File: config.mk
export PLATFORM = sky130hd
export DESIGN_NAME = glzw_front
export DESIGN_NICKNAME = d
export VERILOG_FILES = /design/src/rtl/gif_lzw_encoder_defines.svh /design/src/rtl/glzw_pkg.sv /design/src/rtl/glzw_front.sv
export SDC_FILE = /design/constraint.sdc
export NUM_CORES = 1
export LEC_CHECK = 0
export ABC_AREA = 0
export BUFFER_PORTS_ARGS = -buffer_cell sky130_fd_sc_hd__buf_2
export CAP_MARGIN = 10
export CELL_PAD_IN_SITES_DETAIL_PLACEMENT = 1
export CELL_PAD_IN_SITES_GLOBAL_PLACEMENT = 2
export CORE_MARGIN = 1.5
export CORE_UTILIZATION = 26
export CTS_CLUSTER_SIZE = 12
export DETAILED_ROUTE_END_ITERATION = 12
export PLACE_DENSITY = 0.83
export SLEW_MARGIN = 20
export SYNTH_ARGS = -nofsm -noshare
export SYNTH_HDL_FRONTEND = slang
export SYNTH_SLANG_ARGS = --single-unit
File: constraint.sdc
create_clock -name clk_i -period 2 [get_ports clk_i]
set_input_delay 0.2 -clock clk_i [delete_from_list [all_inputs] [get_ports clk_i]]
set_output_delay 0.2 -clock clk_i [all_outputs]
set_load 0.01 [all_outputs]
File: src/rtl/gif_lzw_encoder_defines.svh
// assertion macros for the gif lzw encoder top level
`ifndef GIF_LZW_ENCODER_DEFINES_SVH
`define GIF_LZW_ENCODER_DEFINES_SVH
`ifndef SYNTHESIS
// property that holds on every clock edge out of reset
`define GLZW_ASSERT(lbl, prop) \
  lbl: assert property (@(posedge clk_i) disable iff (!rst_ni) (prop)) \
    else $error("glzw assertion failed");
// antecedent this cycle implies consequent in the next cycle
`define GLZW_ASSERT_NEXT(lbl, ante, cons) \
  lbl: assert property (@(posedge clk_i) disable iff (!rst_ni) (ante) |=> (cons)) \
    else $error("glzw assertion failed");
`else
`define GLZW_ASSERT(lbl, prop)
`define GLZW_ASSERT_NEXT(lbl, ante, cons)
`endif
`endif

File: src/rtl/glzw_pkg.sv
// types and constants shared by the gif lzw encoder modules
package glzw_pkg;

  // dictionary geometry
  localparam int unsigned DictEntries = 4096;
  localparam int unsigned CodeW       = $clog2(DictEntries);
  localparam int unsigned MaxWidth    = 12;
  localparam int unsigned RootMin     = 2;
  localparam int unsigned RootMax     = 8;
  localparam int unsigned RootSpan    = 1 << RootMax;
  localparam int unsigned QueueDepth  = 2;

  // configuration port
  localparam int unsigned AddrW       = 3;
  localparam int unsigned DataW       = 32;
  localparam logic [AddrW-3:0] REG_ROOT_BITS = '0;
  localparam logic [3:0] RootBitsReset = 4'd8;

  // input opcodes
  localparam logic [1:0] OP_START  = 2'd0;
  localparam logic [1:0] OP_PIXEL  = 2'd1;
  localparam logic [1:0] OP_FINISH = 2'd2;

  typedef struct packed {
    logic [1:0] opcode;
    logic [7:0] pixel;
  } in_item_t;

  typedef struct packed {
    logic [7:0] out_byte;
    logic       last_of_run;
  } out_item_t;

  typedef enum logic [1:0] {
    CMD_START,
    CMD_PIXEL,
    CMD_FINISH
  } cmd_kind_e;

  // classified item from the front end, root size already clamped
  typedef struct packed {
    cmd_kind_e  kind;
    logic [7:0] pixel;
    logic [3:0] root;
  } cmd_t;

  typedef enum logic [1:0] {
    PK_CODE,
    PK_DISCARD,
    PK_FLUSH,
    PK_END
  } pk_op_e;

  // request to the bit packer
  typedef struct packed {
    pk_op_e           op;
    logic [CodeW-1:0] code;
    logic [3:0]       width;
  } pk_cmd_t;

  // back end status seen by the top level
  typedef struct packed {
    logic           busy;
    logic [CodeW:0] next_free;
  } back_stat_t;

endpackage

File: src/rtl/glzw_front.sv
// configuration register, opcode classification and command queue
module glzw_front
  import glzw_pkg::*;
(
  input  logic             clk_i,
  input  logic             rst_ni,
  input  logic             psel,
  input  logic             penable,
  input  logic             pwrite,
  input  logic [AddrW-1:0] paddr,
  input  logic [DataW-1:0] pwdata,
  output logic [DataW-1:0] prdata,
  output logic             pready,
  input  logic             in_valid_i,
  output logic             in_ready_o,
  input  in_item_t         in_data_i,
  output logic             cmd_valid_o,
  input  logic             cmd_ready_i,
  output cmd_t             cmd_o
);

  localparam int unsigned PtrW = $clog2(QueueDepth);

  logic [3:0]             root_bits_q;
  logic                   reg_sel;
  logic [3:0]             root_clamped;
  cmd_t                   entry;
  logic                   keep;
  logic                   push;
  logic                   pop;
  cmd_t                   fifo_q [QueueDepth];
  logic [PtrW-1:0]        wr_ptr_q;
  logic [PtrW-1:0]        rd_ptr_q;
  logic [PtrW:0]          count_q;

  // register decode
  assign reg_sel = (paddr[AddrW-1:2] == REG_ROOT_BITS);
  assign pready  = 1'b1;
  assign prdata  = reg_sel ? {{(DataW-4){1'b0}}, root_bits_q} : '0;

  always_ff @(posedge clk_i or negedge rst_ni) begin
    if (!rst_ni) begin
      root_bits_q <= RootBitsReset;
    end else if (psel && penable && pwrite && reg_sel) begin
      root_bits_q <= pwdata[3:0];
    end
  end

  // clamp root size into the supported range
  always_comb begin
    if (root_bits_q < 4'(RootMin)) begin
      root_clamped = 4'(RootMin);
    end else if (root_bits_q > 4'(RootMax)) begin
      root_clamped = 4'(RootMax);
    end else begin
      root_clamped = root_bits_q;
    end
  end

  // classify the incoming transaction, unused opcode is dropped
  always_comb begin
    entry.pixel = in_data_i.pixel;
    entry.root  = root_clamped;
    entry.kind  = CMD_PIXEL;
    keep        = 1'b1;
    case (in_data_i.opcode)
      OP_START: begin
        entry.kind = CMD_START;
      end
      OP_PIXEL: begin
        entry.kind = CMD_PIXEL;
      end
      OP_FINISH: begin
        entry.kind = CMD_FINISH;
      end
      default: begin
        keep = 1'b0;
      end
    endcase
  end

  // command queue toward the back end
  assign in_ready_o  = (count_q != (PtrW+1)'(QueueDepth));
  assign cmd_valid_o = (count_q != '0);
  assign cmd_o       = fifo_q[rd_ptr_q];
  assign push        = in_valid_i && in_ready_o && keep;
  assign pop         = cmd_valid_o && cmd_ready_i;

  always_ff @(posedge clk_i) begin
    if (push) begin
      fifo_q[wr_ptr_q] <= entry;
    end
  end

  always_ff @(posedge clk_i or negedge rst_ni) begin
    if (!rst_ni) begin
      wr_ptr_q <= '0;
      rd_ptr_q <= '0;
      count_q  <= '0;
    end else begin
      if (push) begin
        wr_ptr_q <= wr_ptr_q + 1'b1;
      end
      if (pop) begin
        rd_ptr_q <= rd_ptr_q + 1'b1;
      end
      if (push && !pop) begin
        count_q <= count_q + (PtrW+1)'(1);
      end else if (pop && !push) begin
        count_q <= count_q - (PtrW+1)'(1);
      end
    end
  end

endmodule

---- Word level (Yosys, flattened, before mapping) ----
Memories as Yosys holds them, arrays and structs flattened.
Index checks and enable logic that the tools add are counted.
Widths: inputs -> output; s select.
word-level totals
  register bits ........................... 8
  memory bits (writable) .................. 28
  input port bits ......................... 52
  word-level logic and storage cells ...... 38
  memories ................................ 1
memories
  memory  words  bits a word  read ports  clocked after Yosys merged registers in  write ports  RTL line          RTL
  fifo_q  2      14           1           0                                        1            glzw_front.sv:31  cmd_t fifo_q [QueueDepth];
operators by class
  add/sub/neg operators ................... 4
  order comparisons ....................... 2
  equality and inequality tests ........... 3
  multiplexer cells ....................... 9
  bitwise operators ....................... 1
  reduce and logical (&&, ||, !) cells .... 14
operators with widths
  cell                 count
  $mux 4               3
  $logic_and 1x1->1    8
  $gt 4x4->1 const B   1
  $lt 4x2->1 const B   1
  $mux 2               2
  $pmux 2 s2           1
  $reduce_bool 2->1    2
  $mux 1               3
  $reduce_or 3->1      1
  $add 1x1->1 const B  2
  $add 2x1->2 const B  1
  $eq 2x1->1 const B   1
  $eq 2x2->1 const B   1
  $logic_not 1->1      2
  $logic_not 2->1      1
  $ne 2x2->1 const B   1
  $sub 2x1->2 const B  1
  $not 1->1            1

---- Logic depth before layout (Yosys ltp) ----
Gate-level depths: netlist of run 1.
  depth after elaboration ................. 8
  mapped depth ............................ 7

---- Worst setup path after synthesis of run 1 ----
Ideal clock, no wire load.
  path kind ............................... reg-to-reg
  start point ............................. register count_q[0]
  end point ............................... memory fifo_q[1][0] (netlist bit), enable pin
  library setup time ...................... 384 ps
  arrival ................................. 1,289 ps
  data required time ...................... 1,616 ps
  slack ................................... 327 ps
  cell stages (with the launch flop) ...... 4
  path buffers ............................ 0
  clock period less this slack ............ 1,673 ps
  path through ............................ dfrtp_1 nand2b_2 nand3_2 nor2_1
on the way
  cells in the longest elaborated chain, start to end .. 5
RTL lines
  element                         RTL line           RTL
  from (decl)                     glzw_front.sv:34   logic [PtrW:0] count_q;
  from (signal assigned)          glzw_front.sv:108  count_q <= count_q + (PtrW+1)'(1);
  from (signal assigned)          glzw_front.sv:110  count_q <= count_q - (PtrW+1)'(1);
  $ne 2x2->1                      glzw_front.sv:83   assign in_ready_o = (count_q != (PtrW+1)'(QueueDepth));
  net in_ready_o                  glzw_front.sv:15   output logic in_ready_o,
  $logic_and 1x1->1 (2 in a row)  glzw_front.sv:86   assign push = in_valid_i && in_ready_o && keep;
  $mux 1                          glzw_front.sv:90   if (push) begin
  $mux 1 (not written as such)    glzw_front.sv:91   fifo_q[wr_ptr_q] <= entry;
  to (decl)                       glzw_front.sv:31
The timed path passes the listed nets, and every way through them passes these cells.

==> run metrics, run 1 <==
Starting Density 27.1%; DP Cell Count around 230; full die area 7190 µm²; CTS buffer count 5; PostCTS Resize Cnt 0; drt first pass iters 9; Max Cap Viol 0; Post-CTS Setup Bufs 0; crit share post-route between 70% and 80%; Post-DRT Antenna Nets 0; cell family with most CP delay flip-flops; Clock Tree Buf Depth 2; critical path's largest stage delay between 0.3 and 0.4 ns; die width 84.8 µm; setup TNS 0 ns; fmax approximately 660 MHz; Residual DRC 7; DR vias ~900; Synth top area share about 48%; pwr/cell area around 1200 nW/µm²; maximum net fanout on the critical path 8; HPWL after detailed placement 2100 µm; Synth Flop Type edfxtp_1; final core occ 31.3%; pins over their slew limit 0; non-filler cells, final roughly 240; WL final between 2000 and 3000 µm; area leader, netlist edfxtp_1; status finished with violations; Core ar. approximately 6400 µm²; Post-Syn Instances 116; HP Class input port to flop; Placed Area just under 2000 µm²; Post-Route Skew 0.00470 ns; initial antenna violation count 0; RSZ-0062 raised after global routing no; layout cells sized above 1 46.7%; CTS tree yes; Yosys Warn Count 0; Total Power ~2.4 mW; Netlist cell types 25; Post-synth ARST share about 22%; average instance area after synthesis 15.0 µm²; WP data required between 1.5 and 2 ns; Clock transition at path regs about 0.06 ns; Clk Latency, worst-skew pair approximately 0.27 ns; worst path bufs/invs 2; final instance area roughly 2000 µm²; ANT cells 0; Slowest-stage cell, CP dfrtp_1; first-pass GRT wire length roughly 4300 µm; synth cell count leaders buf_4 (29), edfxtp_1 (28), mux2_2 (9), mux2_4 (9), dfrtp_1 (7); critical path class flop to output port; First DRT Iteration DRCs 18; crit end category output port; vias in the first global route ~940; Final Setup Violations 0; pin count of the biggest net entering global routing 15; Rows 29; most common cell in the synthesized netlist buf_4; CTS Sinks 36; startpoint types flop; critical-path cell list buf_4, mux2_2, buf_2; final-report hold violation count 0; Routability Congestion 0.704; #FFs+latches synth 36; Placement Setup Slack about 0.51 ns; Congestion Overflow GR 0; register area share after synthesis 59.9%; Mapped Area approximately 1700 µm²; Arr. time, crit path about 1.3 ns; top cells by area, synth edfxtp_1 (48%), buf_4 (13%), dfrtp_1 (10%); fin crit period around 1.5 ns; Post-synth EDFFs 28; nets@finish between 200 and 250; Hold Buf Count CTS 1; Die Ht 84.8 µm; Avg Vias per Cell ~3.7; failing checks design-rule violations; H-Tree Depth 2; # IOs just over 100; P_leak roughly 0.90 nW; final setup margin 0.491 ns; input/output buffers 41; VDD IR max a little over 0.0006 V; Total Routing Usage GR between 7 and 8%; Area growth syn-to-layout 15.8%; root buffer cell clkbuf_8; # fillers 700; Hold WS 0.115 ns; DR WL/cell about 11 µm
state kept, by name, indices dropped and copies added (netlist names):
signal,count
count_q,2
rd_ptr_q,1
root_bits_q,4
wr_ptr_q,1
fifo_q,28
power by group:
group          leakage, nW  internal, mW  switching, mW
Combinational        0.503         0.438          0.424
Sequential           0.353          1.01         0.0808
Clock               0.0399         0.242          0.219
worst paths after layout:
path / from / to / slack (ns) / cells past startpoint
max: rd_ptr_q / cmd_o[11] / 0.49 / 3
min in group asynchronous: rst_ni / wr_ptr_q / 0.30 / 2
max in group asynchronous: rst_ni / root_bits_q[3] / 1.45 / 2
min: in_data_i[5] / fifo_q[0][9] / 0.11 / 1
min reg2reg: wr_ptr_q / wr_ptr_q / 0.50 / 1
max reg2reg: count_q[0] / count_q[1] / 0.54 / 7
cells by family (layout without fill, tap and decap cells):
group	count (synthesis)	in the layout	synth area share (%)
flops	36	36	59.9
buf+inv	36	58	15.4
mux	18	18	13.6
simple gates	17	17	7.12
xor+xnor	5	5	2.52
other cells	2	29	0.432
fa+ha+maj	1	1	0.719
compound gates	1	1	0.287
metal layers:
layer	track usage [%]	wire, µm	part of all wire [%]
met1	8.08	1060	39
met3	3.05	135	5.0
met2	14.0	1470	55
met5	0	0	0
met4	4.02	27	1.0
layout make-up:
cell class / instances / area [µm²] / share of cell area [%]
Timing Repair Buffer: 47 / 253 / 12.6
Multi-Input combinational cell: 71 / 531 / 26.4
Tap cell: 77 / 96.3 / 4.79
Inverter: 3 / 11.3 / 0.559
Clock inverter: 1 / 3.75 / 0.186
Sequential cell: 36 / 1040 / 51.8
Clock buffer: 7 / 76.3 / 3.79
layout by cell type, fill, tap and decap left out, types with 2 or more instances in the layout:
cell      Yosys  final
nor2_1        5      5
mux2_4        9      9
mux2_2        9      9
xor2_1        2      2
inv_1         3      3
conb_1        2     29
buf_2         0     41
dfrtp_1       7      7
buf_4        29      5
and2b_2       3      3
clkbuf_1      2      2
edfxtp_1     28     28
clkbuf_8      0      5
xnor2_1       3      3
nor2b_1       2      2
No activity file was read; power rests on OpenSTA's default activity.
==> run 2, diff against run 1 <==
--- a/config.mk
+++ b/config.mk
@@ -5,16 +5,16 @@
 export SDC_FILE = /design/constraint.sdc
 export NUM_CORES = 1
 export LEC_CHECK = 0
-export ABC_AREA = 0
+export ABC_AREA = 1
 export BUFFER_PORTS_ARGS = -buffer_cell sky130_fd_sc_hd__buf_2
 export CAP_MARGIN = 10
 export CELL_PAD_IN_SITES_DETAIL_PLACEMENT = 1
 export CELL_PAD_IN_SITES_GLOBAL_PLACEMENT = 2
 export CORE_MARGIN = 1.5
-export CORE_UTILIZATION = 26
+export CORE_UTILIZATION = 24
 export CTS_CLUSTER_SIZE = 12
 export DETAILED_ROUTE_END_ITERATION = 12
-export PLACE_DENSITY = 0.83
+export PLACE_DENSITY = 0.84
 export SLEW_MARGIN = 20
 export SYNTH_ARGS = -nofsm -noshare
 export SYNTH_HDL_FRONTEND = slang
==> constraint.sdc (replaced) <==
create_clock -name clk_i -period 1.6 [get_ports clk_i]
set_input_delay 0.16 -clock clk_i [delete_from_list [all_inputs] [get_ports clk_i]]
set_output_delay 0.16 -clock clk_i [all_outputs]
set_load 0.01 [all_outputs]
==> run metrics, run 2 <==
input/output buffers 41 (unchanged); multi-input logic area 487 µm² (-8.3%); maximum net fanout on the critical path 3 (-5); Reg area 1040 µm² (unchanged); setup TNS 0 ns (unchanged); most flop-heavy register fifo_q; Max Cap Viol 0 (unchanged); layout cells sized above 1 26.9% (-20 points); final-report hold violation count 0 (unchanged); commonest non-fill, non-tap cell in the layout nand2_1; critical path class flop to flop; Post-DRT Antenna Nets 0 (unchanged); root buffer cell clkbuf_8; ANT cells 0 (unchanged); P_leak 0.991 nW (+11%); Post-Route Skew 0.00731 ns (+0.00261 ns); full die area 7790 µm² (+8.4%); Placement Setup Slack 0.186 ns (-0.324 ns); RSZ-0062 raised after global routing no; Post-synth ARST share 22.2% (unchanged); Arr. time, crit path 1.57 ns (+0.26 ns); Total Power 3.07 mW (+27%); Hold WS 0.0624 ns (-0.0525 ns); area leader, netlist edfxtp_1; initial antenna violation count 0 (unchanged); Clk Latency, worst-skew pair 0.28 ns (about the same); Rows 30 (+3.4%); Congestion Overflow GR 0 (unchanged); WL final 3350 µm (+25%); CTS Sinks 36 (unchanged); DR vias 1159 (+29%); max reg flops 28 (unchanged); Avg Vias per Cell 3.68 (-0.62%); Total Routing Usage GR 9.20% (+1.3 points); HP Class input port to flop; Post-CTS Setup Bufs 0 (unchanged); Area growth syn-to-layout 16.8%; Core ar. 6910 µm² (+7.5%); CTS tree yes; average instance area after synthesis 10.1 µm² (-33%); startpoint types flop; final setup margin 0.204 ns (-0.287 ns); Final Setup Violations 0 (unchanged); status finished, final reports clean; First DRT Iteration DRCs 27 (+9); crit share post-route about 87%; Clock Tree Buf Depth 2 (unchanged); Worst R2R End count_q[1]; Starting Density 25.3% (-1.8 points); register area share after synthesis 59.7% (-0.21 points); die width 88.3 µm (+4.1%); first-pass GRT wire length 5220 µm (+23%); nets@finish 271 (+25%); Post-Syn Instances 173 (+49%); Routability Congestion 0.674 (-4.2%); vias in the first global route 1109 (+18%); Mapped Area 1750 µm² (+0.36%); H-Tree Depth 2 (unchanged); pwr/cell area 1510 nW/µm² (+26%); VDD IR max 0.000356 V (-41%); top cells by area, synth edfxtp_1 (48%), nand2_1 (13%), buf_4 (12%); drt first pass iters 4 (-5); Clock transition at path regs 0.07 ns (about the same); Setup crit start count_q[0]; Synth top area share 48.2% (-0.17 points); Netlist cell types 20 (-20%); most frequent cells in the layout nand2_1 (62), buf_2 (41), conb_1 (29); Die Ht 88.3 µm (+4.1%); crit end category flop; Register-to-Register Path Depth 9 (+2); DR WL/cell 10.6 µm (-4.3%); pins over their slew limit 0 (unchanged); Residual DRC 0 (-7); PostCTS Resize Cnt 0 (unchanged); worst r2r src count_q[0]; most common cell in the synthesized netlist nand2_1; Post-synth EDFFs 28 (unchanged); pin count of the biggest net entering global routing 16 (+1); crit path to count_q[1]; HPWL after detailed placement 2530 µm (+20%); fmax a little over 700 MHz; # fillers 846 (+21%); reg-to-reg slack, setup 0.20 ns (-0.34 ns); WP data required 1.78 ns (-0.02 ns); Synth Flop Type edfxtp_1; final core occ 29.5% (-1.8 points); CTS buffer count 5 (unchanged); fin crit period ~1.4 ns; synth cell count leaders nand2_1 (62), buf_4 (29), edfxtp_1 (28); Hold Buf Count CTS 1 (unchanged); Yosys Warn Count 0 (unchanged); biggest registers after layout fifo_q (28), root_bits_q (4), count_q (2); # IOs 101 (unchanged); #FFs+latches synth 36 (unchanged)
[run 2: worst min path at each step]
stage	startpoint	slack [ns]	depth (start not counted)	end
2_1_floorplan	rst_ni	-0.14	0	count_q[0]
5_1_grt	in_data_i[2]	0.04	1	fifo_q[0][6]
3_3_place_gp	rst_ni	0.02	1	root_bits_q[0]
6_report	in_data_i[3]	0.06	1	fifo_q[0][7]
3_5_place_dp	rst_ni	0.03	1	root_bits_q[0]
4_1_cts	in_data_i[2]	0.05	1	fifo_q[0][6]
[run 2: kinds of logic after synthesis]
logic type | count (synthesis) | synth area share (%)
compound gates | 2 | 0.573
xor+xnor | 1 | 0.502
fa+ha+maj | 1 | 0.717
buf+inv | 49 | 18.4
flops | 36 | 59.7
other cells | 2 | 0.430
simple gates | 82 | 19.7
[run 2: worst max-delay path: stages, from the launching register on]
cell and delay (ns):
dfrtp_1 0.41, inv_2 0.09, nand2_2 0.07, nand3_2 0.09
inv_1 0.05, ha_1 0.31, inv_1 0.08, nand3_1 0.08
nand2_1 0.06, nand2_1 0.05
[run 2: layout make-up]
class	instances	area share, %
inverter	15	3.01
multi-input combinational	115	23.9
timing repair buffer	45	11.7
sequential	36	51.1
clock buffer	7	4.24
tap	96	5.89
clock inverter	1	0.184
[run 2: metrics by stage]
step,instances,instance area [µm²]
floorplan,200,1850
global placement,306,1940
detailed placement,306,1940
CTS,315,2040
global route,315,2040
finish,315,2040
[run 2: per-layer routing]
metal | wire [µm] | share of wire [%] | global-route usage [%]
met5 | 0 | 0 | 0
met4 | 54 | 1.6 | 3.84
met3 | 222 | 6.6 | 3.92
met2 | 1660 | 50 | 16.0
met1 | 1410 | 42 | 9.86
[run 2: power by group]
group          internal [mW]  switching, mW  total (mW)
Combinational          0.379          0.686        1.07
Clock                  0.345          0.310       0.655
Sequential              1.25          0.101        1.35
Total                   1.97           1.10        3.07
