[config.mk]
export PLATFORM = sky130hd
export DESIGN_NAME = glzw_pack
export DESIGN_NICKNAME = d
export VERILOG_FILES = /design/src/rtl/gif_lzw_encoder_defines.svh /design/src/rtl/glzw_pkg.sv /design/src/rtl/glzw_pack.sv
export SDC_FILE = /design/constraint.sdc
export NUM_CORES = 1
export LEC_CHECK = 0
export BUFFER_PORTS_ARGS = -buffer_cell sky130_fd_sc_hd__buf_4
export CORE_MARGIN = 2
export CORE_UTILIZATION = 58
export CTS_CLUSTER_SIZE = 40
export DETAILED_ROUTE_END_ITERATION = 12
export GPL_TIMING_DRIVEN = 0
export PLACE_DENSITY = 0.8
export SYNTH_ARGS = -nofsm -noshare
export SYNTH_HDL_FRONTEND = slang
export SYNTH_SLANG_ARGS = --single-unit
[constraint.sdc]
create_clock -name clk_i -period 2.7 [get_ports clk_i]
set_clock_uncertainty 0.2 [all_clocks]
set_input_delay 0.27 -clock clk_i [delete_from_list [all_inputs] [get_ports clk_i]]
set_output_delay 0.27 -clock clk_i [all_outputs]
set_load 0.02 [all_outputs]
[src/rtl/gif_lzw_encoder_defines.svh]
// assertion macros for the gif lzw encoder top level
`ifndef GIF_LZW_ENCODER_DEFINES_SVH
`define GIF_LZW_ENCODER_DEFINES_SVH
`ifndef SYNTHESIS
// property that holds on every clock edge out of reset
`define GLZW_ASSERT(lbl, prop) \
  lbl: assert property (@(posedge clk_i) disable iff (!rst_ni) (prop)) \
    else $error("glzw assertion failed");
// antecedent this cycle implies consequent in the next cycle
`define GLZW_ASSERT_NEXT(lbl, ante, cons) \
  lbl: assert property (@(posedge clk_i) disable iff (!rst_ni) (ante) |=> (cons)) \
    else $error("glzw assertion failed");
`else
`define GLZW_ASSERT(lbl, prop)
`define GLZW_ASSERT_NEXT(lbl, ante, cons)
`endif
`endif

[src/rtl/glzw_pkg.sv]
// types and constants shared by the gif lzw encoder modules
package glzw_pkg;

  // dictionary geometry
  localparam int unsigned DictEntries = 4096;
  localparam int unsigned CodeW       = $clog2(DictEntries);
  localparam int unsigned MaxWidth    = 12;
  localparam int unsigned RootMin     = 2;
  localparam int unsigned RootMax     = 8;
  localparam int unsigned RootSpan    = 1 << RootMax;
  localparam int unsigned QueueDepth  = 2;

  // configuration port
  localparam int unsigned AddrW       = 3;
  localparam int unsigned DataW       = 32;
  localparam logic [AddrW-3:0] REG_ROOT_BITS = '0;
  localparam logic [3:0] RootBitsReset = 4'd8;

  // input opcodes
  localparam logic [1:0] OP_START  = 2'd0;
  localparam logic [1:0] OP_PIXEL  = 2'd1;
  localparam logic [1:0] OP_FINISH = 2'd2;

  typedef struct packed {
    logic [1:0] opcode;
    logic [7:0] pixel;
  } in_item_t;

  typedef struct packed {
    logic [7:0] out_byte;
    logic       last_of_run;
  } out_item_t;

  typedef enum logic [1:0] {
    CMD_START,
    CMD_PIXEL,
    CMD_FINISH
  } cmd_kind_e;

  // classified item from the front end, root size already clamped
  typedef struct packed {
    cmd_kind_e  kind;
    logic [7:0] pixel;
    logic [3:0] root;
  } cmd_t;

  typedef enum logic [1:0] {
    PK_CODE,
    PK_DISCARD,
    PK_FLUSH,
    PK_END
  } pk_op_e;

  // request to the bit packer
  typedef struct packed {
    pk_op_e           op;
    logic [CodeW-1:0] code;
    logic [3:0]       width;
  } pk_cmd_t;

  // back end status seen by the top level
  typedef struct packed {
    logic           busy;
    logic [CodeW:0] next_free;
  } back_stat_t;

endpackage

[src/rtl/glzw_pack.sv]
// bit packer: codes to bytes lsb first, last byte marking, output register
module glzw_pack
  import glzw_pkg::*;
(
  input  logic      clk_i,
  input  logic      rst_ni,
  input  logic      pk_valid_i,
  output logic      pk_ready_o,
  input  pk_cmd_t   pk_i,
  output logic      out_valid_o,
  input  logic      out_ready_i,
  output out_item_t out_data_o
);

  localparam int unsigned AccW = 7 + MaxWidth;
  localparam int unsigned CntW = $clog2(AccW + 1);

  logic [AccW-1:0] acc_q, acc_d;
  logic [CntW-1:0] cnt_q, cnt_d;
  logic [7:0]      held_q, held_d;
  logic            held_v_q, held_v_d;
  out_item_t       out_q;
  logic            out_v_q;
  logic            out_free;
  logic            shifting;
  logic            push;
  logic            push_last;

  function automatic logic [CodeW-1:0] code_mask(input logic [CodeW-1:0] code,
                                                 input logic [3:0]       width);
    logic [CodeW:0] m;
    m = ((CodeW+1)'(1) << width) - (CodeW+1)'(1);
    return code & m[CodeW-1:0];
  endfunction

  assign out_free = !out_v_q || out_ready_i;
  assign shifting = (cnt_q >= CntW'(8));
  assign pk_ready_o = !shifting && ((pk_i.op != PK_END) || !held_v_q || out_free);

  // one byte moves per cycle unless output is held; the newest byte waits in
  // held until its successor or the end of the transaction decides its last flag
  always_comb begin
    acc_d     = acc_q;
    cnt_d     = cnt_q;
    held_d    = held_q;
    held_v_d  = held_v_q;
    push      = 1'b0;
    push_last = 1'b0;
    if (shifting) begin
      if (!held_v_q || out_free) begin
        push     = held_v_q;
        held_d   = acc_q[7:0];
        held_v_d = 1'b1;
        acc_d    = acc_q >> 8;
        cnt_d    = cnt_q - CntW'(8);
      end
    end else if (pk_valid_i && pk_ready_o) begin
      case (pk_i.op)
        PK_CODE: begin
          acc_d = acc_q | (AccW'(code_mask(pk_i.code, pk_i.width)) << cnt_q[2:0]);
          cnt_d = cnt_q + CntW'(pk_i.width);
        end
        PK_DISCARD: begin
          acc_d = '0;
          cnt_d = '0;
        end
        PK_FLUSH: begin
          if (cnt_q != '0) begin
            cnt_d = CntW'(8);
          end
        end
        PK_END: begin
          if (held_v_q) begin
            push      = 1'b1;
            push_last = 1'b1;
            held_v_d  = 1'b0;
          end
        end
        default: begin
          cnt_d = cnt_q;
        end
      endcase
    end
  end

  always_ff @(posedge clk_i or negedge rst_ni) begin
    if (!rst_ni) begin
      acc_q    <= '0;
      cnt_q    <= '0;
      held_v_q <= 1'b0;
      out_v_q  <= 1'b0;
    end else begin
      acc_q    <= acc_d;
      cnt_q    <= cnt_d;
      held_v_q <= held_v_d;
      if (push) begin
        out_v_q <= 1'b1;
      end else if (out_ready_i) begin
        out_v_q <= 1'b0;
      end
    end
  end

  // byte payload registers
  always_ff @(posedge clk_i) begin
    held_q <= held_d;
    if (push) begin
      out_q.out_byte    <= held_q;
      out_q.last_of_run <= push_last;
    end
  end

  assign out_valid_o = out_v_q;
  assign out_data_o  = out_q;

endmodule

-- Yosys cells after proc, flatten, opt, wreduce, memory -nomap -nowiden
Index checks and enable logic that the tools add are counted.
- bits in latches: 0
- bits in read-only memories: 0
- output and inout port bits: 11
- memories: 0
- RAM bits: 0
- register bits: 43
- shifts and indexed selects: 2
- reduce and logical (&&, ||, !) cells: 20
- multiplexer cells: 20
- order comparisons: 1
- $add $sub $neg: 3
- bitwise logic cells: 2
- div/mod/pow operators: 0
- multipliers: 0
- equality and inequality tests: 6
- operators by type and width (cell ; number):
    19-bit two-way mux ; 3
    19-bit case mux with 2 select lines ; 1
    5-bit two-way mux ; 4
    19-bit bitwise OR ; 1
    12-bit by 3-bit left shift with 19-bit output ; 1
    5-bit case mux with 3 select lines ; 1
    12-bit AND ; 1
    1-bit by 4-bit left shift with 12-bit output (first input constant) ; 1
    12-bit by 2-bit subtractor with 12-bit output (second input constant) ; 1
    1-bit two-way mux ; 11
    3-bit AND reduction ; 2
    2-bit nonzero test ; 3
    5-bit by 4-bit adder with 5-bit output ; 1
    5-bit by 4-bit greater-or-equal comparator with 1-bit output (second input constant) ; 1
    5-bit nonzero test ; 1
    5-bit by 4-bit subtractor with 5-bit output (second input constant) ; 1
    2-bit equality test (second input constant) ; 2
    1-bit logical OR ; 4
    4-bit AND reduction ; 1
    4-bit nonzero test ; 1
    1-bit logical NOT ; 3
    3-bit inequality test (second input constant) ; 1
    3-bit nonzero test ; 1
    2-bit by 1-bit equality test with 1-bit output (second input constant) ; 1
    other kinds (5) ; 6

-- Depth between registers and ports, before layout
Gate-level depths: netlist of the first run.
- word-level depth: 8
- gate-level depth with buffers: 11
- depth with buffers taken out: 9

-- Worst setup path before layout of the first run
OpenSTA, ideal clock, no wires.
- kind: input to register
- start point: input pk_i[1] (netlist name)
- end point: register acc_q[11]
- data required time: 2408 ps
- setup slack: 261 ps
- setup time: 92 ps
- cell stages on the path: 11
- data arrival time: 2147 ps
- buffers on the path: 2
- cell sequence: buf_6 nor3_1 nand2b_1 ha_1 buf_2 or4_4 a21oi_2 nand2_1 a31oi_1 mux2i_1 o31ai_2
- longest elaborated chain between the ends: 8
- ends and longest elaborated chain (what ; RTL line ; RTL):
    from (decl) ; glzw_pack.sv:9 ; input pk_cmd_t pk_i,
    1-bit by 4-bit left shift with 12-bit output ; glzw_pack.sv:32 ; m = ((CodeW+1)'(1) << width) - (CodeW+1)'(1);
    12-bit by 2-bit subtractor with 12-bit output ; glzw_pack.sv:32 ;
    12-bit AND ; glzw_pack.sv:33 ; return code & m[CodeW-1:0];
    12-bit by 3-bit left shift with 19-bit output ; glzw_pack.sv:60 ; acc_d = acc_q | (AccW'(code_mask(pk_i.code, pk_i.width)) << cnt_q[2:0]);
    19-bit bitwise OR ; glzw_pack.sv:60 ;
    19-bit case mux with 2 select lines ; glzw_pack.sv:58 ; case (pk_i.op)
    19-bit two-way mux ; glzw_pack.sv:57 ; end else if (pk_valid_i && pk_ready_o) begin
    19-bit two-way mux ; glzw_pack.sv:49 ; if (shifting) begin
    to (signal assigned) ; glzw_pack.sv:88 ; acc_q <= '0;
    to (signal assigned) ; glzw_pack.sv:93 ; acc_q <= acc_d;
    to (decl) ; glzw_pack.sv:18 ; logic [AccW-1:0] acc_q, acc_d;
No other way between the ends. The select of a mux whose other input is x is not followed.
A chain may end at the register's enable or synchronous reset.

-- Final worst setup path of the first run
Ends and elaborated chain as after synthesis.

==> results.md, run 1 <==
* Peak Freq at 389 MHz
* Post-Syn Area at 0.00260 mm2
* Most used DFF post-synth: dfrtp_1
* DIE HEIGHT at 70.9 um
* Number of placement rows at 24
* CP endpoint kind: flip-flop
* Count of cell types in the netlist at 56
* CP startpoint kind: input pin
* Worst reg-to-reg path cell count at 9
* CTS tree: built
* Final Cell Area at 0.00303 mm2
* Share of cells above drive strength 1 at 0.216
* Avg WL per Cell at 15.8 um
* Most frequent cells in the layout: buf_4, dfrtp_1, nand2_1, nor2_1, edfxtp_1
* Register area share after synthesis at 0.447
* Core area at 0.00432 mm2
* Final nets at 342
* Min Hold Slack at 0.106 ns
* Worst path arrival time at 2.57 ns
* Hold path depth at 3
* Clock edge transition at the registers on the reported setup and hold paths at 0.08 ns
* Critical Path Source: pk_i[1]
* Final hold violations at 0
* Status: complete, no violations
* Routability cong. at 0.897
* # IOs at 33
* Clock latency on the worst-skew pair at 0.29 ns
* Final setup viols at 0
* Yosys warning count at 0
* Setup CP Type: input pin to flip-flop
* Pwr Density at 1030 mW/mm2
* Initial core utilization at 0.601
* Crit path required time at 2.70 ns
* GRT overflow at 0
* Slew Limit Headroom at 0.157
* Post-DP Area at 0.00290 mm2
* Setup TNS at 0 ns
* Syn nets at 301
* N_diodes at 0
* Leak pwr at 1.30 nW
* Vias at 2216
* Dpl ws at -0.225 ns
* Mapped Cells at 268
* Largest net degree at the start of global routing at 27
* H-tree Lvls at 2
* First-pass GRT wire length at 9360 um
* Detailed-placement wirelength estimate at 4290 um
* Initial antenna violation count at 0
* Reg2reg start: cnt_q[3]
* Min Tclk post-route at 2.57 ns
* Final Slew Violations at 0
* Tightest Pin Transition at 1.26 ns
* Max FO, Critical Path at 10
* Most common cell after layout, fill and taps aside: buf_4
* Vias in the first global route at 2061
* Number of enable flip-flop cells after synthesis at 17
* Setup ws final at 0.130 ns
* Hold crit path type: input pin to flip-flop
* GRT Resource Usage Total at 0.231
* Die ar. at 0.00503 mm2
* Die width at 70.9 um
* Period utilization at 0.952
* DR vias/cell at 6.12
* Root Buffer: clkbuf_8
* Detailed Route Iter0 Violations at 213
* HP Start: out_ready_i
* Port-buffer cells at 32
* Async SR Flop Fraction at 0.605
* Maximum vdd drop at 430 uV
* Max Buffers Root-to-Sink at 2
* Syn Area/Cell at 9.69 um2
* DRC viols at 0
* CTS buffer count at 5
* Area Overhead vs Synth at 16.7%
* Unrepaired setup endpoints after global routing: yes
* Clock sinks at 43
* Drt total wl at 5730 um
* Synth Register Bits at 43
* Max-cap violation count at 0
* Initial DRT Pass Iterations at 5
* Number of routed nets with antenna violations at 0
stage by stage:
| step | utilization | cells | power, mW |
|---|---|---|---|
| global placement | 0.671 | 352 | 2.61 |
| global route | 0.701 | 362 | 3.29 |
| finish | 0.701 | 362 | 3.11 |
| CTS | 0.693 | 361 | 3.06 |
| detailed placement | 0.671 | 352 | 2.66 |
| floorplan | - | 268 | 2.19 |
critical path, cell delays in order:
cell	delay (ns)
buf_4	0.13
buf_6	0.13
nor3_2	0.21
nand2b_1	0.14
ha_1	0.21
buf_2	0.17
or3_1	0.34
o22ai_1	0.19
o211ai_1	0.17
a32oi_2	0.33
a32oi_1	0.17
o31ai_2	0.10
cells in the mapped netlist, types with 2 or more instances:
cell | number | area share
dfrtp_1 | 26 | 0.25
nand2_1 | 24 | 0.035
nor2_1 | 21 | 0.030
edfxtp_1 | 17 | 0.20
o21ai_0 | 16 | 0.031
inv_1 | 15 | 0.022
ha_1 | 10 | 0.048
a21oi_1 | 9 | 0.017
a22oi_1 | 9 | 0.026
buf_2 | 8 | 0.015
nand2b_1 | 8 | 0.019
o21ai_1 | 8 | 0.015
mux2i_1 | 7 | 0.027
nand4_1 | 5 | 0.012
o211ai_1 | 5 | 0.014
o221ai_1 | 5 | 0.017
a31oi_1 | 4 | 0.0096
nand3b_1 | 4 | 0.012
nor3b_1 | 4 | 0.012
a211oi_1 | 3 | 0.0087
a21o_1 | 3 | 0.0087
a32oi_1 | 3 | 0.010
and3_1 | 3 | 0.0072
buf_1 | 3 | 0.0043
nor2b_1 | 3 | 0.0072
nor3_1 | 3 | 0.0058
o22ai_1 | 3 | 0.0072
a22o_1 | 2 | 0.0067
and4_1 | 2 | 0.0067
buf_6 | 2 | 0.0087
clkbuf_1 | 2 | 0.0029
mux2_2 | 2 | 0.0087
nor4b_1 | 2 | 0.0067
o21a_1 | 2 | 0.0058
or2_2 | 2 | 0.0048
or3_1 | 2 | 0.0048
xor2_1 | 2 | 0.0067
final timing paths:
kind | end | slack [ns]
worst max-delay path | acc_q[11] | 0.13
worst min-delay path | out_valid_o | 0.11
worst max register to register | acc_q[4] | 0.16
worst min register to register | out_data_o[7] | 0.22
max in group asynchronous | acc_q[5] | 1.84
min in group asynchronous | acc_q[2] | 0.21
logic make-up (layout without fill, tap and decap cells):
family                   Yosys count  after routing  synth area share
buffers and inverters             31             73            0.0559
AO/OA/AOI/OAI                     83             83             0.218
AND/OR/NAND/NOR                   88             88             0.178
multiplexers                       9              9            0.0356
adder cells (fa/ha/maj)           11             11            0.0559
flip-flops                        43             43             0.447
XOR/XNOR                           3              3            0.0101
layer usage:
metal	vias up	GRT usage	wire [um]
met2	95	0.402	2840
met5	-	0	0
met4	0	0.0755	114
li1	1077	-	-
met3	13	0.0313	324
met1	1031	0.299	2450
registers in the layout, indices dropped and copies added (netlist names):
name	flops
out_valid_o	1
held_v_q	1
acc_q	19
held_q	8
cnt_q	5
out_data_o	9
layout make-up:
class	count	area, um2
inverters	15	56.3
flip-flops and latches	43	1160
multi-input cells	194	1320
plain buffers	16	88.8
fillers	344	1290
clock buffers	6	72.6
repair buffers	34	258
well taps	52	65.1
clock inverters	2	12.5
where the power goes:
part           switching (mW)  leakage, nW  internal, mW  total, mW
logic                   0.994        0.753         0.589       1.58
registers               0.126        0.505          1.01       1.13
clock network           0.214       0.0412         0.181      0.395
repair_timing:
item                       4_1_cts  5_1_grt
hold buffers                     1        0
gates resized for setup          0        5
setup endpoints to repair        0       10
hold endpoints to repair        26        0
buffers inserted                 0        1
(Power assumes the default switching activity.)
==> run 2: changes to the inputs <==
--- a/config.mk
+++ b/config.mk
@@ -12,6 +12,7 @@
 export DETAILED_ROUTE_END_ITERATION = 12
 export GPL_TIMING_DRIVEN = 0
 export PLACE_DENSITY = 0.8
+export SETUP_SLACK_MARGIN = 0.3
 export SYNTH_ARGS = -nofsm -noshare
 export SYNTH_HDL_FRONTEND = slang
 export SYNTH_SLANG_ARGS = --single-unit
==> results.md, run 2 (same netlist as run 1, synthesis figures left out) <==
* Maximum vdd drop at 412 uV (was 430 uV)
* Final setup viols at 0 (unchanged)
* Largest register FFs at 19 (unchanged)
* Max FO, Critical Path at 8 (was 10)
* Max Buffers Root-to-Sink at 2 (unchanged)
* Register bank with the most flops: acc_q (unchanged)
* Vias in the first global route at 2043 (was 2061)
* Routability cong. at 0.872 (was 0.897)
* Fin cells at 366 (was 362)
* Initial DRT Pass Iterations at 5 (unchanged)
* Period utilization at 0.898 (was 0.952)
* Most common cell after layout, fill and taps aside: buf_4 (unchanged)
* Dpl cells at 352 (unchanged)
* GRT Resource Usage Total at 0.237 (was 0.231)
* Die ar. at 0.00503 mm2 (unchanged)
* Final nets at 346 (was 342)
* Vias at 2273 (was 2216)
* CTS tree: built (unchanged)
* N_diodes at 0 (unchanged)
* Pwr Density at 1030 mW/mm2 (about the same)
* Final total power at 3.24 mW (was 3.11 mW)
* Hold EP: out_valid_o (unchanged)
* DRC viols at 0 (unchanged)
* Status: complete, no violations (unchanged)
* HP Start: out_ready_i (unchanged)
* Max-cap violation count at 0 (unchanged)
* Initial core utilization at 0.601 (unchanged)
* Die width at 70.9 um (unchanged)
* Hold crit path type: input pin to flip-flop (unchanged)
* H-tree Lvls at 2 (unchanged)
* Reg2reg start: cnt_q[3] (unchanged)
* Sw frac at 0.428 (was 0.429)
* CTS buffer count at 5 (unchanged)
* Number of routed nets with antenna violations at 0 (unchanged)
* Min Tclk post-route at 2.42 ns (was 2.57 ns)
* DIE HEIGHT at 70.9 um (unchanged)
* Clock sinks at 43 (unchanged)
* Critical Path Source: cnt_q[3] (was pk_i[1])
* Worst R2R End: acc_q[8] (was acc_q[4])
* Tightest Pin Transition at 0.758 ns (was 1.26 ns)
* Clock latency on the worst-skew pair at 0.30 ns (was 0.29 ns)
* P_sw at 1.39 mW (was 1.33 mW)
* Final hold violations at 0 (unchanged)
* Crit path required time at 2.70 ns (about the same)
* R2r setup slk at 0.28 ns (was 0.16 ns)
* Root Buffer: clkbuf_8 (unchanged)
* Drt total wl at 6160 um (was 5730 um)
* Clk pwr share at 0.120 (was 0.127)
* DR vias/cell at 6.21 (was 6.12)
* Detailed Route Iter0 Violations at 174 (was 213)
* Combinational share of power at 0.530 (was 0.509)
* Clock edge transition at the registers on the reported setup and hold paths at 0.08 ns (about the same)
* Worst path arrival time at 2.42 ns (was 2.57 ns)
* Area Overhead vs Synth at 21.7% (was 16.7%)
* CP endpoint kind: flip-flop (unchanged)
* Filler Cells Inserted at 331 (was 344)
* Port-buffer cells at 32 (unchanged)
* Util after Layout at 0.731 (was 0.701)
* Hold path depth at 3 (unchanged)
* Core area at 0.00432 mm2 (unchanged)
* Initial antenna violation count at 0 (unchanged)
* # IOs at 33 (unchanged)
* Setup CP Type: flip-flop to flip-flop (was input pin to flip-flop)
* Leak pwr at 1.35 nW (was 1.30 nW)
* Detailed-placement wirelength estimate at 4180 um (was 4290 um)
* CP startpoint kind: flip-flop (was input pin)
* Most frequent cells in the layout: buf_4, dfrtp_1, nand2_1, nor2_1, edfxtp_1 (unchanged)
* Share of cells above drive strength 1 at 0.268 (was 0.216)
* Int Power at 1.85 mW (was 1.77 mW)
* Unrepaired setup endpoints after global routing: yes (unchanged)
* Peak Freq at 413 MHz (was 389 MHz)
* Avg WL per Cell at 16.8 um (was 15.8 um)
* Worst reg-to-reg path cell count at 9 (unchanged)
* Largest net degree at the start of global routing at 27 (unchanged)
* First-pass GRT wire length at 9420 um (was 9360 um)
* Slew Limit Headroom at 0.494 (was 0.157)
* Reg power frac at 0.350 (was 0.364)
* GRT overflow at 0 (unchanged)
* Number of placement rows at 24 (unchanged)
* Final Slew Violations at 0 (unchanged)
-- run 2: cell types whose count changed in the layout (fill, tap and decap cells not counted), sizes merged --
cell	previous run	this run
clkinvlp	1	0
clkinv	1	2
buf	47	51
-- run 2: worst max-delay path: stages, from the launching register on --
cell and delay (ns):
dfrtp_1 0.39, inv_1 0.09, ha_1 0.19, buf_4 0.16, nor2b_2 0.16, o211ai_1 0.33, and2_4 0.26, nand2_2 0.08
buf_6 0.17, o311ai_1 0.29
-- run 2: worst max path at each step --
stage / endpoint / depth (start not counted) / slack (ns)
after floorplan: acc_q[11] / 11 / 0.31
after global placement: acc_q[11] / 12 / -0.08
after detailed placement: acc_q[11] / 12 / -0.08
after CTS: acc_q[11] / 12 / 0.32
after global routing: acc_q[11] / 12 / 0.22
final: acc_q[8] / 9 / 0.28
-- run 2: power groups by stage --
stage	logic (mW)	clock network (mW)	registers [mW]
2_1_floorplan	0.992	0	1.20
3_3_place_gp	1.48	0	1.13
3_5_place_dp	1.51	0	1.14
4_1_cts	1.54	0.388	1.13
5_1_grt	1.86	0.412	1.16
6_report	1.72	0.388	1.13
-- run 2: metal layers --
| metal | GRT usage | up-vias | part of all wire |
|---|---|---|---|
| met1 | 0.307 | 1099 | 0.43 |
| met5 | 0 | - | 0 |
| met4 | 0.0797 | 0 | 0.022 |
| met3 | 0.0456 | 12 | 0.048 |
| met2 | 0.403 | 77 | 0.50 |
| li1 | - | 1085 | - |
-- run 2: cell type report --
type	count	area, um2	share of cell area
Multi-Input combinational cell	194	1400	0.444
Sequential cell	43	1160	0.367
Timing Repair Buffer	38	285	0.0903
Buffer	16	109	0.0344
Clock buffer	6	72.6	0.0230
Tap cell	52	65.1	0.0206
Inverter	15	56.3	0.0178
Clock inverter	2	8.76	0.00277
-- run 2: per-stage QoR --
stage / cell area (um2) / setup WS (ns) / TNS, ns / hold WS (ns)
floorplan: 2600 / 0.312 / 0 / -0.226
global placement: 2910 / -0.0781 / -0.273 / -0.00791
detailed placement: 2910 / -0.0848 / -0.363 / -0.00675
CTS: 3040 / 0.316 / 0 / 0.0917
global route: 3160 / 0.215 / 0 / 0.109
finish: 3160 / 0.277 / 0 / 0.0974
-- run 2: repair_timing --
item | 4_1_cts | 5_1_grt
gates resized for setup | 7 | 29
pin swaps | 2 | 8
buffers inserted | 1 | 3
hold buffers | 1 | 0
setup endpoints to repair | 13 | 18
gates cloned | 0 | 1
hold endpoints to repair | 26 | 0
==> run 3: changes to the inputs <==
--- a/config.mk
+++ b/config.mk
@@ -5,13 +5,16 @@
 export SDC_FILE = /design/constraint.sdc
 export NUM_CORES = 1
 export LEC_CHECK = 0
+export ABC_CLOCK_PERIOD_IN_PS = 2600
 export BUFFER_PORTS_ARGS = -buffer_cell sky130_fd_sc_hd__buf_4
+export CELL_PAD_IN_SITES_DETAIL_PLACEMENT = 1
+export CELL_PAD_IN_SITES_GLOBAL_PLACEMENT = 2
 export CORE_MARGIN = 2
-export CORE_UTILIZATION = 58
+export CORE_UTILIZATION = 36
 export CTS_CLUSTER_SIZE = 40
 export DETAILED_ROUTE_END_ITERATION = 12
 export GPL_TIMING_DRIVEN = 0
-export PLACE_DENSITY = 0.8
+export PLACE_DENSITY_LB_ADDON = 0.1
 export SETUP_SLACK_MARGIN = 0.3
 export SYNTH_ARGS = -nofsm -noshare
 export SYNTH_HDL_FRONTEND = slang
==> constraint.sdc (replaced) <==
create_clock -name clk_i -period 2.6 [get_ports clk_i]
set_clock_uncertainty 0.2 [all_clocks]
set_input_delay 0.26 -clock clk_i [delete_from_list [all_inputs] [get_ports clk_i]]
set_output_delay 0.26 -clock clk_i [all_outputs]
set_load 0.02 [all_outputs]
==> results.md, run 3 (same netlist as run 1, synthesis figures left out) <==
* First-pass GRT wire length at 11500 um (was 9420 um)
* Post-DP Area at 0.00298 mm2 (was 0.00291 mm2)
* GRT Resource Usage Total at 0.186 (was 0.237)
* Routability cong. at 0.823 (was 0.872)
* Worst path bufs/invs at 4 (was 3)
* DIE HEIGHT at 88.9 um (was 70.9 um)
* Drt total wl at 7030 um (was 6160 um)
* Initial antenna violation count at 0 (unchanged)
* Clock latency on the worst-skew pair at 0.29 ns (was 0.30 ns)
* Final Slew Violations at 0 (unchanged)
* Leak pwr at 1.44 nW (was 1.35 nW)
* Maximum vdd drop at 371 uV (was 412 uV)
* CP cell instances: buf_8 > buf_8 > nor3_4 > nand2b_1 > ha_2 > buf_6 > or3_1 > a211oi_2 > o21ai_2 > o21ai_2 > buf_4 > a21oi_1 > o221ai_1 (was inv_1 > ha_1 > buf_4 > nor2b_2 > o211ai_1 > and2_4 > nand2_2 > buf_6 > o311ai_1)
* Vias in the first global route at 2259 (was 2043)
* Unrepaired setup endpoints after global routing: yes (unchanged)
* Register bank with the most flops: acc_q (unchanged)
* DR vias/cell at 5.35 (was 6.21)
* Fin cells at 420 (was 366)
* Number of routed nets with antenna violations at 0 (unchanged)
* Most common cell after layout, fill and taps aside: buf_4 (unchanged)
* DRC viols at 0 (unchanged)
* Vias at 2249 (was 2273)
* Largest register FFs at 19 (unchanged)
* H-tree Lvls at 2 (unchanged)
* Min Tclk post-route at 2.27 ns
* Clock edge transition at the registers on the reported setup and hold paths at 0.08 ns (about the same)
* CTS tree: built (unchanged)
* Status: complete, no violations (unchanged)
* Port-buffer cells at 32 (unchanged)
* CTS buffer count at 5 (unchanged)
* Final setup viols at 0 (unchanged)
* Crit path max-delay family: compound AO/OA/AOI/OAI gates (unchanged)
* Core area at 0.00691 mm2 (was 0.00432 mm2)
* Max-cap violation count at 0 (unchanged)
* Area Overhead vs Synth at 30.4% (was 21.7%)
* Initial core utilization at 0.376 (was 0.601)
* CP endpoint kind: flip-flop (unchanged)
* Setup CP Type: input pin to flip-flop (was flip-flop to flip-flop)
* Die width at 88.9 um (was 70.9 um)
* Final Cell Area at 0.00339 mm2 (was 0.00316 mm2)
* # IOs at 33 (unchanged)
* Largest net degree at the start of global routing at 27 (unchanged)
* Detailed Route Iter0 Violations at 76 (was 174)
* Root Buffer: clkbuf_8 (unchanged)
* Dpl cells at 396 (was 352)
* N_diodes at 0 (unchanged)
* Avg WL per Cell at 16.7 um (was 16.8 um)
* Pwr Density at 1100 mW/mm2 (was 1030 mW/mm2)
* Max FO, Critical Path at 5 (was 8)
* Slew Limit Headroom at 0.471 (was 0.494)
* Die ar. at 0.00791 mm2 (was 0.00503 mm2)
* Tightest Pin Transition at 0.792 ns (was 0.758 ns)
* Final nets at 356 (was 346)
* Final total power at 3.71 mW (was 3.24 mW)
* Slowest-stage cell, CP: or3_1 (was dfrtp_1)
* Detailed-placement wirelength estimate at 5210 um (was 4180 um)
* Number of placement rows at 30 (was 24)
* Clock sinks at 43 (unchanged)
* CP max stage delay at 0.32 ns (was 0.39 ns)
* GRT overflow at 0 (unchanged)
* CP startpoint kind: input pin (was flip-flop)
* Period utilization at 0.871
* Crit path required time at 2.60 ns (was 2.70 ns)
* Min Hold Slack at 0.100 ns (was 0.0974 ns)
* Hold crit path type: input pin to flip-flop (unchanged)
* Most frequent cells in the layout: buf_4, dfrtp_1, nand2_1, nor2_1, edfxtp_1 (unchanged)
* Max Buffers Root-to-Sink at 2 (unchanged)
* Initial DRT Pass Iterations at 4 (was 5)
* Final hold violations at 0 (unchanged)
* Share of cells above drive strength 1 at 0.309 (was 0.268)
* Worst path arrival time at 2.27 ns (was 2.42 ns)
* Peak Freq at 441 MHz
[run 3: cell count changes in the layout (fill, tap and decap cells not counted), moves of 2 or more]
cell       previous run  this run
o21ai_0              15        13
o21ai_1               7         9
bufinv_16             0         2
buf_4                39        48
buf_8                 0         2
[run 3: final cells by class]
| cell class | instances | area [um2] |
|---|---|---|
| Timing Repair Buffer | 48 | 369 |
| Sequential cell | 43 | 1160 |
| Multi-Input combinational cell | 194 | 1430 |
| Tap cell | 96 | 120 |
| Clock buffer | 6 | 72.6 |
| Inverter | 15 | 56.3 |
| Fill cell | 797 | 3520 |
| Buffer | 16 | 121 |
| Clock inverter | 2 | 60.1 |
[run 3: per-layer routing]
layer	vias up	routed length [um]	global-route usage
li1	1102	-	-
met1	1096	3310	0.260
met2	42	3390	0.309
met3	9	220	0.0194
met4	0	113	0.0529
met5	-	0	0
[run 3: worst min-delay path: cells and delay by family]
family	cells	cell delay, ns
AND/OR/NAND/NOR	1	0.06
buffers and inverters	1	0.08
AO/OA/AOI/OAI	1	0.15
[run 3: report_power, final]
part / internal, mW / switching, mW
logic: 0.790 / 1.13
registers: 1.04 / 0.128
clock network: 0.384 / 0.232
[run 3: stage by stage]
| step | setup slack (ns) | util | TNS (ns) |
|---|---|---|---|
| after floorplan | 0.300 | - | 0 |
| after global placement | -0.179 | 0.431 | -0.913 |
| after detailed placement | -0.208 | 0.431 | -0.833 |
| after CTS | 0.272 | 0.464 | 0 |
| after global routing | 0.248 | 0.490 | 0 |
| final | 0.335 | 0.490 | 0 |
[run 3: timing repair]
item                                    in CTS  in global routing
hold buffers                                 1                  0
gates cloned                                 0                  2
endpoints found under the setup margin      27                 28
endpoints found under the hold margin       26                  0
setup buffers                                5                  8
pin swaps                                    3                 10
resized for setup                           14                 32
[run 3: path summary, 6_finish.rpt]
| check | startpoint | endpoint | slack, ns | cells past startpoint |
|---|---|---|---|---|
| max | pk_i[1] | acc_q[10] | 0.33 | 13 |
| min | out_ready_i | out_valid_o | 0.10 | 3 |
| max reg2reg | cnt_q[3] | acc_q[8] | 0.34 | 9 |
| min reg2reg | held_q[0] | out_data_o[1] | 0.23 | 0 |
| max in group asynchronous | rst_ni | acc_q[17] | 1.72 | 2 |
| min in group asynchronous | rst_ni | acc_q[16] | 0.22 | 2 |
